==> config.mk <==
export PLATFORM = sky130hd
export DESIGN_NAME = uart_line_assembler_queue
export DESIGN_NICKNAME = d
export VERILOG_FILES = /design/src/rtl/ulaq_pkg.sv /design/src/rtl/uart_line_assembler_queue.sv /design/src/rtl/ulaq_ring.sv
export VERILOG_INCLUDE_DIRS = /design/src /design/src/rtl
export SDC_FILE = /design/constraint.sdc
export NUM_CORES = 2
export LEC_CHECK = 0
export BUFFER_PORTS_ARGS = -buffer_cell sky130_fd_sc_hd__buf_2
export CAP_MARGIN = 20
export CELL_PAD_IN_SITES_DETAIL_PLACEMENT = 2
export CELL_PAD_IN_SITES_GLOBAL_PLACEMENT = 2
export CORE_MARGIN = 1
export CORE_UTILIZATION = 45
export CTS_CLUSTER_SIZE = 10
export DETAILED_ROUTE_END_ITERATION = 6
export PLACE_DENSITY_LB_ADDON = 0.1
export REMOVE_ABC_BUFFERS = 1
export SLEW_MARGIN = 20
export SYNTH_ARGS = -nofsm -noshare
export SYNTH_HDL_FRONTEND = slang
export SYNTH_HIERARCHICAL = 1
export SYNTH_MEMORY_MAX_BITS = 65536
export SYNTH_SLANG_ARGS = --single-unit
==> constraint.sdc <==
create_clock -name i_clk -period 8.29 [get_ports i_clk]
set_clock_uncertainty 0.1 [all_clocks]
set_input_delay 0.4145 -clock i_clk [delete_from_list [all_inputs] [get_ports i_clk]]
set_output_delay 0.4145 -clock i_clk [all_outputs]
set_load 0.01 [all_outputs]
==> src/rtl/uart_line_assembler_queue_defines.svh <==
// ============================================================================
// uart_line_assembler_queue_defines
// Assertion macros shared by the line assembler RTL. In synthesis builds
// the macros expand to nothing.
// ============================================================================
`ifndef UART_LINE_ASSEMBLER_QUEUE_DEFINES_SVH
`define UART_LINE_ASSEMBLER_QUEUE_DEFINES_SVH

`ifndef SYNTHESIS
// Property that must hold at every clock edge outside reset.
`define ULAQ_ASSERT(lbl, clk, rst_n, prop, msg) \
    lbl: assert property (@(posedge clk) disable iff (!rst_n) prop) else $error(msg);
// Condition that must never be true outside reset.
`define ULAQ_NEVER(lbl, clk, rst_n, cond, msg) \
    lbl: assert property (@(posedge clk) disable iff (!rst_n) !(cond)) else $error(msg);
`else
`define ULAQ_ASSERT(lbl, clk, rst_n, prop, msg)
`define ULAQ_NEVER(lbl, clk, rst_n, cond, msg)
`endif

`endif

==> src/rtl/ulaq_pkg.sv <==
// ============================================================================
// ulaq_pkg
// Shared types and constants of the UART line assembler and message queue.
// ============================================================================
`default_nettype none

package ulaq_pkg;

    // Default geometry.
    localparam int MSG_LEN_DEF     = 64;
    localparam int QUEUE_SLOTS_DEF = 8;

    // Action codes of an input word.
    localparam logic [1:0] ACT_RX      = 2'd0;
    localparam logic [1:0] ACT_READ    = 2'd1;
    localparam logic [1:0] ACT_RELEASE = 2'd2;

    // Line editing characters.
    localparam logic [7:0] CH_LF  = 8'h0A;
    localparam logic [7:0] CH_CR  = 8'h0D;
    localparam logic [7:0] CH_BS  = 8'h08;
    localparam logic [7:0] CH_DEL = 8'h7F;

    // Saturation limit of the overflow counter.
    localparam logic [15:0] OVF_MAX = 16'hFFFF;

    // Event codes reported with each result word.
    typedef enum logic [2:0] {
        EV_APPEND    = 3'd0,
        EV_BACKSPACE = 3'd1,
        EV_QUEUED    = 3'd2,
        EV_OVERRUN   = 3'd3,
        EV_OVERFLOW  = 3'd4,
        EV_READ      = 3'd5,
        EV_RELEASED  = 3'd6,
        EV_NONE      = 3'd7
    } t_event;

    // Per-item result fields that do not come from the counters.
    typedef struct packed {
        logic       echo_valid;
        logic [7:0] echo_byte;
        t_event     event_res;
        logic [7:0] read_byte;
    } t_result;

    // Write enables into the message store.
    typedef struct packed {
        logic ring_we;
        logic slen_we;
    } t_ring_ctl;

endpackage

`default_nettype wire

==> src/rtl/uart_line_assembler_queue.sv <==
// ============================================================================
// uart_line_assembler_queue
// Line editor for received UART bytes that commits finished lines to a ring
// of message slots, read and released by a consumer.
// ============================================================================
// Usage:
// The input channel carries one word per action: a received byte, a read of
// one byte of the oldest message, or a release of the oldest message. Every
// accepted word gives exactly one result word on the output channel with the
// echo, an event code, the read byte and both counters after the action.
// Items are handled one at a time; o_stall is high while an item is at work.
// Most words go from acceptance straight to the result stage; a read also
// waits on the registered read port of the message memory. Committing a
// line of N bytes copies it from the line memory into the ring memory, one
// byte a cycle, through the single ring write port; this copy sets the
// worst case of the time an item takes.
// The result sits in an output register; the next item is accepted while a
// stalled result waits, and its own result is held until the output is free.
// Synchronous reset empties the line and the queue and clears the counters;
// no memory clearing pass is needed.
// ============================================================================
`default_nettype none

`include "uart_line_assembler_queue_defines.svh"

module uart_line_assembler_queue #(
    parameter int MSG_LEN     = ulaq_pkg::MSG_LEN_DEF,
    parameter int QUEUE_SLOTS = ulaq_pkg::QUEUE_SLOTS_DEF
) (
    input  wire                                 i_clk,
    input  wire                                 i_rst_n,
    // Input channel
    input  wire                                 i_valid,
    output logic                                o_stall,
    input  wire [1:0]                           i_action,
    input  wire [7:0]                           i_rx_byte,
    input  wire [$clog2(MSG_LEN)-1:0]           i_read_offset,
    // Output channel
    output logic                                o_valid,
    input  wire                                 i_stall,
    output logic                                o_echo_valid,
    output logic [7:0]                          o_echo_byte,
    output logic [2:0]                          o_event_res,
    output logic [7:0]                          o_read_byte,
    output logic [$clog2(QUEUE_SLOTS+1)-1:0]    o_messages_waiting,
    output logic [15:0]                         o_overflow_count
);

    localparam int LW  = $clog2(MSG_LEN);
    localparam int SW  = $clog2(QUEUE_SLOTS);
    localparam int CW  = $clog2(QUEUE_SLOTS+1);
    localparam int RAW = $clog2(QUEUE_SLOTS*MSG_LEN);

    localparam logic [LW-1:0]  LINE_MAX  = LW'(MSG_LEN - 1);
    localparam logic [SW-1:0]  LAST_SLOT = SW'(QUEUE_SLOTS - 1);
    localparam logic [RAW-1:0] MSG_STEP  = RAW'(MSG_LEN);
    localparam logic [CW-1:0]  WAIT_MAX  = CW'(QUEUE_SLOTS);

    typedef enum logic [4:0] {
        S_IDLE = 5'b00001,
        S_COPY = 5'b00010,
        S_CEND = 5'b00100,
        S_RD   = 5'b01000,
        S_FIN  = 5'b10000
    } t_state;

    // Control state
    t_state           r_state,    n_state;
    logic [LW-1:0]    r_line_len, n_line_len;
    logic [SW-1:0]    r_wr_slot,  n_wr_slot;
    logic [SW-1:0]    r_rd_slot,  n_rd_slot;
    logic [RAW-1:0]   r_wr_base,  n_wr_base;
    logic [RAW-1:0]   r_rd_base,  n_rd_base;
    logic [CW-1:0]    r_wait,     n_wait;
    logic [15:0]      r_ovf,      n_ovf;
    logic             r_cp_vld,   n_cp_vld;
    logic             r_out_vld,  n_out_vld;

    // Working registers
    logic [LW-1:0]    r_cnt,      n_cnt;
    logic [RAW-1:0]   r_cp_ptr,   n_cp_ptr;
    logic [LW-1:0]    r_off,      n_off;
    ulaq_pkg::t_result r_res,     n_res;
    ulaq_pkg::t_result r_out;
    logic [CW-1:0]    r_out_wait;
    logic [15:0]      r_out_ovf;

    // Memory interfaces
    logic [7:0]       line_mem [MSG_LEN];
    logic [7:0]       r_line_q;
    logic             line_we;
    ulaq_pkg::t_ring_ctl ring_ctl;
    logic [7:0]       ring_rdata;
    logic [LW-1:0]    slen_rdata;

    logic             in_acc;
    logic             out_load;
    logic             commit_fin;
    logic             line_full;
    logic             is_eol;
    logic             is_bs;
    logic [SW-1:0]    wr_slot_adv;

    assign in_acc    = i_valid && !o_stall;
    assign o_stall   = (r_state != S_IDLE);
    assign out_load  = (r_state == S_FIN) && (!r_out_vld || !i_stall);
    assign line_full = (r_line_len == LINE_MAX);
    assign is_eol    = (i_rx_byte == ulaq_pkg::CH_LF) || (i_rx_byte == ulaq_pkg::CH_CR);
    assign is_bs     = (i_rx_byte == ulaq_pkg::CH_BS) || (i_rx_byte == ulaq_pkg::CH_DEL);
    assign wr_slot_adv = (r_wr_slot == LAST_SLOT) ? '0 : r_wr_slot + 1'b1;

    // Line memory: written on append, read by the commit copy.
    always_ff @(posedge i_clk) begin
        if (line_we) begin
            line_mem[r_line_len] <= i_rx_byte;
        end
        r_line_q <= line_mem[r_cnt];
    end

    // Ring and slot length memories.
    ulaq_ring #(
        .MSG_LEN     (MSG_LEN),
        .QUEUE_SLOTS (QUEUE_SLOTS)
    ) u_ring (
        .i_clk        (i_clk),
        .i_ctl        (ring_ctl),
        .i_ring_waddr (r_cp_ptr),
        .i_ring_wdata (r_line_q),
        .i_ring_raddr (r_rd_base + RAW'(i_read_offset)),
        .o_ring_rdata (ring_rdata),
        .i_slen_waddr (r_wr_slot),
        .i_slen_wdata (r_line_len),
        .i_slen_raddr (r_rd_slot),
        .o_slen_rdata (slen_rdata)
    );

    // Sequencer and next-state logic.
    always_comb begin
        n_state          = r_state;
        n_line_len       = r_line_len;
        n_wr_slot        = r_wr_slot;
        n_rd_slot        = r_rd_slot;
        n_wr_base        = r_wr_base;
        n_rd_base        = r_rd_base;
        n_wait           = r_wait;
        n_ovf            = r_ovf;
        n_cp_vld         = 1'b0;
        n_cnt            = r_cnt;
        n_cp_ptr         = r_cp_ptr;
        n_off            = r_off;
        n_res            = r_res;
        line_we          = 1'b0;
        ring_ctl.ring_we = r_cp_vld;
        ring_ctl.slen_we = 1'b0;
        commit_fin       = 1'b0;

        unique case (r_state)
            S_IDLE: begin
                if (in_acc) begin
                    n_res.echo_valid = (i_action == ulaq_pkg::ACT_RX);
                    n_res.echo_byte  = (i_action == ulaq_pkg::ACT_RX) ? i_rx_byte : 8'd0;
                    n_res.event_res  = ulaq_pkg::EV_NONE;
                    n_res.read_byte  = 8'd0;
                    n_state          = S_FIN;
                    priority if (i_action == ulaq_pkg::ACT_RX) begin
                        priority if (line_full) begin
                            // Overlong line: drop it and count it.
                            n_line_len      = '0;
                            n_res.event_res = ulaq_pkg::EV_OVERFLOW;
                            if (r_ovf != ulaq_pkg::OVF_MAX) begin
                                n_ovf = r_ovf + 16'd1;
                            end
                        end else if (is_eol) begin
                            // Commit: record the length, then copy if not empty.
                            ring_ctl.slen_we = 1'b1;
                            if (r_line_len == '0) begin
                                commit_fin = 1'b1;
                            end else begin
                                n_cnt   = '0;
                                n_state = S_COPY;
                            end
                        end else if (is_bs) begin
                            if (r_line_len != '0) begin
                                n_line_len = r_line_len - 1'b1;
                            end
                            n_res.event_res = ulaq_pkg::EV_BACKSPACE;
                        end else begin
                            line_we         = 1'b1;
                            n_line_len      = r_line_len + 1'b1;
                            n_res.event_res = ulaq_pkg::EV_APPEND;
                        end
                    end else if (i_action == ulaq_pkg::ACT_READ) begin
                        if (r_wait != '0) begin
                            n_off   = i_read_offset;
                            n_state = S_RD;
                        end
                    end else if (i_action == ulaq_pkg::ACT_RELEASE) begin
                        if (r_wait != '0) begin
                            n_rd_slot       = (r_rd_slot == LAST_SLOT) ? '0 : r_rd_slot + 1'b1;
                            n_rd_base       = (r_rd_slot == LAST_SLOT) ? '0
                                                                       : r_rd_base + MSG_STEP;
                            n_wait          = r_wait - 1'b1;
                            n_res.event_res = ulaq_pkg::EV_RELEASED;
                        end
                    end else begin
                        n_res.event_res = ulaq_pkg::EV_NONE;
                    end
                end
            end
            S_COPY: begin
                // Issue one line read; its ring write follows in the next cycle.
                n_cp_vld = 1'b1;
                n_cp_ptr = r_wr_base + RAW'(r_cnt);
                n_cnt    = r_cnt + 1'b1;
                if (r_cnt == r_line_len - 1'b1) begin
                    n_state = S_CEND;
                end
            end
            S_CEND: begin
                // Last ring write is in flight; close the commit.
                commit_fin = 1'b1;
                n_state    = S_FIN;
            end
            S_RD: begin
                n_res.event_res = ulaq_pkg::EV_READ;
                n_res.read_byte = (r_off < slen_rdata) ? ring_rdata : 8'd0;
                n_state         = S_FIN;
            end
            S_FIN: begin
                if (out_load) begin
                    n_state = S_IDLE;
                end
            end
            default: begin
                n_state = S_IDLE;
            end
        endcase

        // Line commit: clear the line, advance the write slot, count the message and report queued or overrun.
        if (commit_fin) begin
            n_line_len      = '0;
            n_wr_slot       = wr_slot_adv;
            n_wr_base       = (r_wr_slot == LAST_SLOT) ? '0 : r_wr_base + MSG_STEP;
            n_res.event_res = (wr_slot_adv == r_rd_slot) ? ulaq_pkg::EV_OVERRUN
                                                         : ulaq_pkg::EV_QUEUED;
            if (r_wait != WAIT_MAX) begin
                n_wait = r_wait + 1'b1;
            end
        end
    end

    // Output register valid.
    always_comb begin
        if (out_load) begin
            n_out_vld = 1'b1;
        end else if (!i_stall) begin
            n_out_vld = 1'b0;
        end else begin
            n_out_vld = r_out_vld;
        end
    end

    // Control registers.
    always_ff @(posedge i_clk) begin
        if (!i_rst_n) begin
            r_state    <= S_IDLE;
            r_line_len <= '0;
            r_wr_slot  <= '0;
            r_rd_slot  <= '0;
            r_wr_base  <= '0;
            r_rd_base  <= '0;
            r_wait     <= '0;
            r_ovf      <= '0;
            r_cp_vld   <= 1'b0;
            r_out_vld  <= 1'b0;
        end else begin
            r_state    <= n_state;
            r_line_len <= n_line_len;
            r_wr_slot  <= n_wr_slot;
            r_rd_slot  <= n_rd_slot;
            r_wr_base  <= n_wr_base;
            r_rd_base  <= n_rd_base;
            r_wait     <= n_wait;
            r_ovf      <= n_ovf;
            r_cp_vld   <= n_cp_vld;
            r_out_vld  <= n_out_vld;
        end
    end

    // Payload registers.
    always_ff @(posedge i_clk) begin
        r_cnt    <= n_cnt;
        r_cp_ptr <= n_cp_ptr;
        r_off    <= n_off;
        r_res    <= n_res;
        if (out_load) begin
            r_out      <= r_res;
            r_out_wait <= r_wait;
            r_out_ovf  <= r_ovf;
        end
    end

    assign o_valid            = r_out_vld;
    assign o_echo_valid       = r_out.echo_valid;
    assign o_echo_byte        = r_out.echo_byte;
    assign o_event_res        = r_out.event_res;
    assign o_read_byte        = r_out.read_byte;
    assign o_messages_waiting = r_out_wait;
    assign o_overflow_count   = r_out_ovf;

    // Checks on the queue bookkeeping and the copy sequencer.
    `ULAQ_NEVER(a_wait_bound, i_clk, i_rst_n, r_wait > WAIT_MAX, "waiting count above slot count")
    `ULAQ_NEVER(a_line_bound, i_clk, i_rst_n, r_line_len > LINE_MAX, "line length out of range")
    `ULAQ_ASSERT(a_ring_wr_copy, i_clk, i_rst_n, r_cp_vld |-> (r_state == S_COPY || r_state == S_CEND), "ring write outside a commit copy")
    `ULAQ_ASSERT(a_accept_busy, i_clk, i_rst_n, in_acc |=> (r_state != S_IDLE), "accepted word left no work")

endmodule

`default_nettype wire

==> src/rtl/ulaq_ring.sv <==
// ============================================================================
// ulaq_ring
// Message store: the byte ring of all slots and the length of each slot,
// both as synchronous memories with one write and one registered read port.
// ============================================================================
`default_nettype none

module ulaq_ring #(
    parameter int MSG_LEN     = ulaq_pkg::MSG_LEN_DEF,
    parameter int QUEUE_SLOTS = ulaq_pkg::QUEUE_SLOTS_DEF
) (
    input  wire                                   i_clk,
    input  ulaq_pkg::t_ring_ctl                   i_ctl,
    input  wire [$clog2(QUEUE_SLOTS*MSG_LEN)-1:0] i_ring_waddr,
    input  wire [7:0]                             i_ring_wdata,
    input  wire [$clog2(QUEUE_SLOTS*MSG_LEN)-1:0] i_ring_raddr,
    output logic [7:0]                            o_ring_rdata,
    input  wire [$clog2(QUEUE_SLOTS)-1:0]         i_slen_waddr,
    input  wire [$clog2(MSG_LEN)-1:0]             i_slen_wdata,
    input  wire [$clog2(QUEUE_SLOTS)-1:0]         i_slen_raddr,
    output logic [$clog2(MSG_LEN)-1:0]            o_slen_rdata
);

    localparam int LW = $clog2(MSG_LEN);

    logic [7:0]    ring_mem [QUEUE_SLOTS*MSG_LEN];
    logic [LW-1:0] slen_mem [QUEUE_SLOTS];

    // Byte ring: one write, one registered read per cycle.
    always_ff @(posedge i_clk) begin
        if (i_ctl.ring_we) begin
            ring_mem[i_ring_waddr] <= i_ring_wdata;
        end
        o_ring_rdata <= ring_mem[i_ring_raddr];
    end

    // Slot lengths: one write, one registered read per cycle.
    always_ff @(posedge i_clk) begin
        if (i_ctl.slen_we) begin
            slen_mem[i_slen_waddr] <= i_slen_wdata;
        end
        o_slen_rdata <= slen_mem[i_slen_raddr];
    end

endmodule

`default_nettype wire
==> flow_metrics.tcl <==
set metrics [dict create \
    cts_made_buffers 566 \
    max-vdd-ir-drop_v 0.000228 \
    clockRootBuffer "clkbuf_16" \
    timing.final.max_slew_violations 0 \
    ys_async_sr_fraction_pct 0 \
    worst_setup_path_endpoint "u_ring/o_ring_rdata[7]$_DFF_P_" \
    pleak_nw 66.2 \
    drive_above_1_share_pct 17.5 \
    yosys.area.top_type "edfxtp_1" \
    fin_tns_setup_ns 0 \
    synth_compound_gate_area_share_pct 4.12 \
    yosys_warnings 6 \
    avgViaCountPerCell 6.40 \
    yosys.cell_types.count 97 \
    power.density_cell_area_mw_per_mm2 245 \
    placed_area_mm2 0.194 \
    num_rows 237 \
    final-setup-viol-count 0 \
    design.final.nets 9942 \
    dr.pass1.iters 5 \
    fraction_of_the_mapped_netlist_area_in_adder_cells_pct 0.119 \
    timing.max_cap.violations 0 \
    final.hold.worst_slack_ns 0.269 \
    place_hpwl_mm 369 \
    synth_top_cell_area_share_pct 75.4 \
    synth_top_cells_by_area "edfxtp_1 (75%), mux4_2 (9.1%), mux2i_1 (4.0%)" \
    synthCells 9646 \
    min_period_ns 4.56 \
    rsz0062_at_grt "false" \
    core_mm2 0.417 \
    critPathMaxFanout 50 \
    slowest_stage "nand2_4" \
    synth_simple_gate_area_share_pct 3.37 \
    grtUsageTotal_pct 28.5 \
    globalRoute.totalOverflow 0 \
    worst_slew_margin_rel_pct 9.69 \
    min-delay-path-class "in2reg" \
    tritoncts_num_sinks 4804 \
    max_freq_mhz 219 \
    drt-wirelength-per-cell_um 38.9 \
    critical_path.n_buffers_inverters 3 \
    critPathKind "in2reg" \
    utilization_pct 50.5 \
    worstPathArrival_ns 5.42 \
    fp.dieH_um 650 \
    starting_density_of_the_core_pct 45.2 \
    flow.area_growth_from_synthesis_pct 11.7 \
    grt_pass1_vias 107447 \
    io_buffer_count 61 \
    cts.htree.levels 6 \
    layout_commonest_cell "edfxtp_1" \
    hold_viol 0 \
    cts.reportedPaths.clkPinSlew_ns 0.06 \
    status "finished clean" \
    clock_insertion_delay_worst_skew_ns 1.06 \
    tightestPinTransition_ns 1.35 \
    chipWidth_um 650 \
    synth_top_family_by_area "multiplexers" \
    gate_family_responsible_for_the_most_delay_along_the_worst_path "compound AO/OA/AOI/OAI gates" \
    first_pass_grt_wire_length_mm 858 \
    timing.critical_path.depth 11 \
    cp-start-kind "primary input" \
    seq_area_frac_synth_pct 76.1 \
    data_required_time_at_the_worst_endpoint_ns 9.15 \
    die_area_mm2 0.422 \
    synth.area.mux_share_pct 14.0 \
    grt_max_degree 248 \
    antenna_left 0 \
    r2r_slack_ns 3.73 \
    yosys.area_share.xor_xnor_pct 0.130 \
    crit_chain "dlygate4sd3_1, buf_8, nand2_4, buf_4, o221ai_1, o22ai_1, o21ai_0, o21ai_0, nor2_1, o221ai_2, a211oi_1" \
    finalCritPeriodShare_pct 55.1 \
    wl_mm 611 \
    layout_setup_ws_ns 3.73 \
    num_vias 100455 \
    cts_buffer_depth 4 \
    post-route-drc-count 0 \
    gp_congestion 0.809 \
    detailedPlace.worstSlack_ns 2.85 \
    rr_startpoint "r_rd_base[6]$_SDFFE_PN0P_" \
    yosys_register_bits 4804 \
    rr_endpoint "u_ring/o_ring_rdata[0]$_DFF_P_" \
    synth_enable_flop_cells 4737 \
    synth_flop_cell "edfxtp_1" \
    io-pin-count 62 \
    grt_antenna_before_repair 45 \
    critical_path.endpoint_type "flop" \
    most-common-layout-cells "edfxtp_1 (4737), nor2_1 (791), mux4_2 (763)" \
    drt-initial-drc-count 10558 \
    post_synth_instance_area_mm2 0.189 \
    cts_tree "done" \
    cp_common_cell "o21ai_0" \
    crit_start "i_read_offset[2]" \
    critical-path-max-stage-delay_ns 0.59 \
    final_design_instance_area_without_fill_mm2 0.211 \
    worstRegToRegCells 10 \
    syn-mean-instance-area_um2 19.6 \
]
## cell families (layout without fill, tap and decap cells)
family | after synthesis | count (layout)
DFF | 4804 | 4804
muxes | 1595 | 1595
and+or+nand+nor | 1435 | 1435
AOI/OAI and AO/OA | 1136 | 1136
buffers and inverters | 630 | 1168
xor gates and xnor gates | 28 | 28
adders and majority gates | 18 | 18
other | 0 | 8
## what timing repair did
| item | in CTS | in global routing |
|---|---|---|
| resized for setup | 0 | 0 |
| setup buffers | 0 | 0 |
| hold endpoints to repair | 254 | 0 |
| hold buffers | 18 | 0 |
## layout make-up
class	count	area, um2
fill	35974	206000
clock buffer	786	15500
clock inverter	62	668
tap	5497	6880
timing repair buffer	298	2760
sequential	4804	144000
multi-input combinational	4212	41300
antenna	8	20.0
inverter	22	97.6
## report_power, final
group / total [mW] / internal [mW] / switching (mW) / leakage (nW)
Combinational: 2.22 / 0.643 / 1.57 / 15.3
Clock: 22.6 / 12.9 / 9.67 / 7.79
Sequential: 26.9 / 26.8 / 0.0675 / 43.1
## cell usage after synthesis, types with 12 or more instances
library cell / n
nand3_1: 84
nor4_1: 30
nand2_1: 221
buf_12: 13
mux4_2: 763
o41ai_1: 12
a21oi_1: 218
mux4_1: 51
edfxtp_1: 4737
a2111oi_0: 16
or3_1: 20
o211ai_1: 12
buf_6: 83
clkbuf_1: 271
buf_2: 114
nor2_1: 797
mux2i_1: 751
a31oi_1: 39
buf_4: 17
and3_1: 18
a22oi_1: 16
dfxtp_1: 67
a211oi_1: 46
inv_1: 20
o21a_1: 16
nand2b_1: 14
a21o_1: 12
nor2b_1: 16
xnor2_1: 15
nor3_1: 94
clkbuf_8: 12
o221ai_1: 258
buf_8: 57
xor2_1: 13
mux2_2: 29
o21ai_0: 148
ha_1: 18
and2_1: 51
nand4_1: 30
a211o_1: 14
o22ai_1: 234
buf_1: 37
## how the worst min path moves through the flow
stage,start,to,slack [ns],cells after the start
2_1_floorplan,r_res[11]$_SDFFCE_PN0P_,o_echo_byte[0]$_DFFE_PP_,0.30,0
3_3_place_gp,r_res[1]$_SDFFCE_PP0P_,o_read_byte[1]$_DFFE_PP_,0.30,0
5_1_grt,i_read_offset[3],u_ring/o_ring_rdata[6]$_DFF_P_,0.21,5
6_report,i_read_offset[3],u_ring/o_ring_rdata[6]$_DFF_P_,0.27,5
4_1_cts,i_read_offset[4],r_off[4]$_DFFE_PP_,0.11,2
3_5_place_dp,r_res[13]$_SDFFCE_PN0P_,o_echo_byte[2]$_DFFE_PP_,0.31,0
## through the flow
step	power [mW]	cells
final	51.7	15689
after global routing	52.9	15683
after CTS	52.1	15677
after detailed placement	29.6	14811
after global placement	29.5	14810
after floorplan	28.5	9038
## flip-flops by register name, summed over array words and instances (netlist names), 8 cells and up
| signal | flops |
|---|---|
| o_read_byte | 8 |
| u_ring/o_ring_rdata | 8 |
| o_overflow_count | 16 |
| r_ovf | 16 |
| u_ring/ring_mem | 4096 |
| r_cp_ptr | 9 |
| r_res | 20 |
| r_line_q | 8 |
| o_echo_byte | 8 |
| line_mem | 512 |
| u_ring/slen_mem | 48 |
## metal layers
layer / wire length, um / GRT usage (%) / share of wire [%]
met5: 100 / 0 / 0.016
met3: 37900 / 3.91 / 6.2
met1: 250000 / 38.9 / 41
met2: 303000 / 48.1 / 50
met4: 19600 / 8.35 / 3.2
## worst register-to-register path: cells and delay by family (launching register included)
kind / cells / cell delay [ns]
DFF: 1 / 0.38
AOI/OAI and AO/OA: 3 / 0.94
buffers and inverters: 2 / 0.73
and+or+nand+nor: 5 / 2.27
Note: power is estimated with default switching activity, not from simulation.
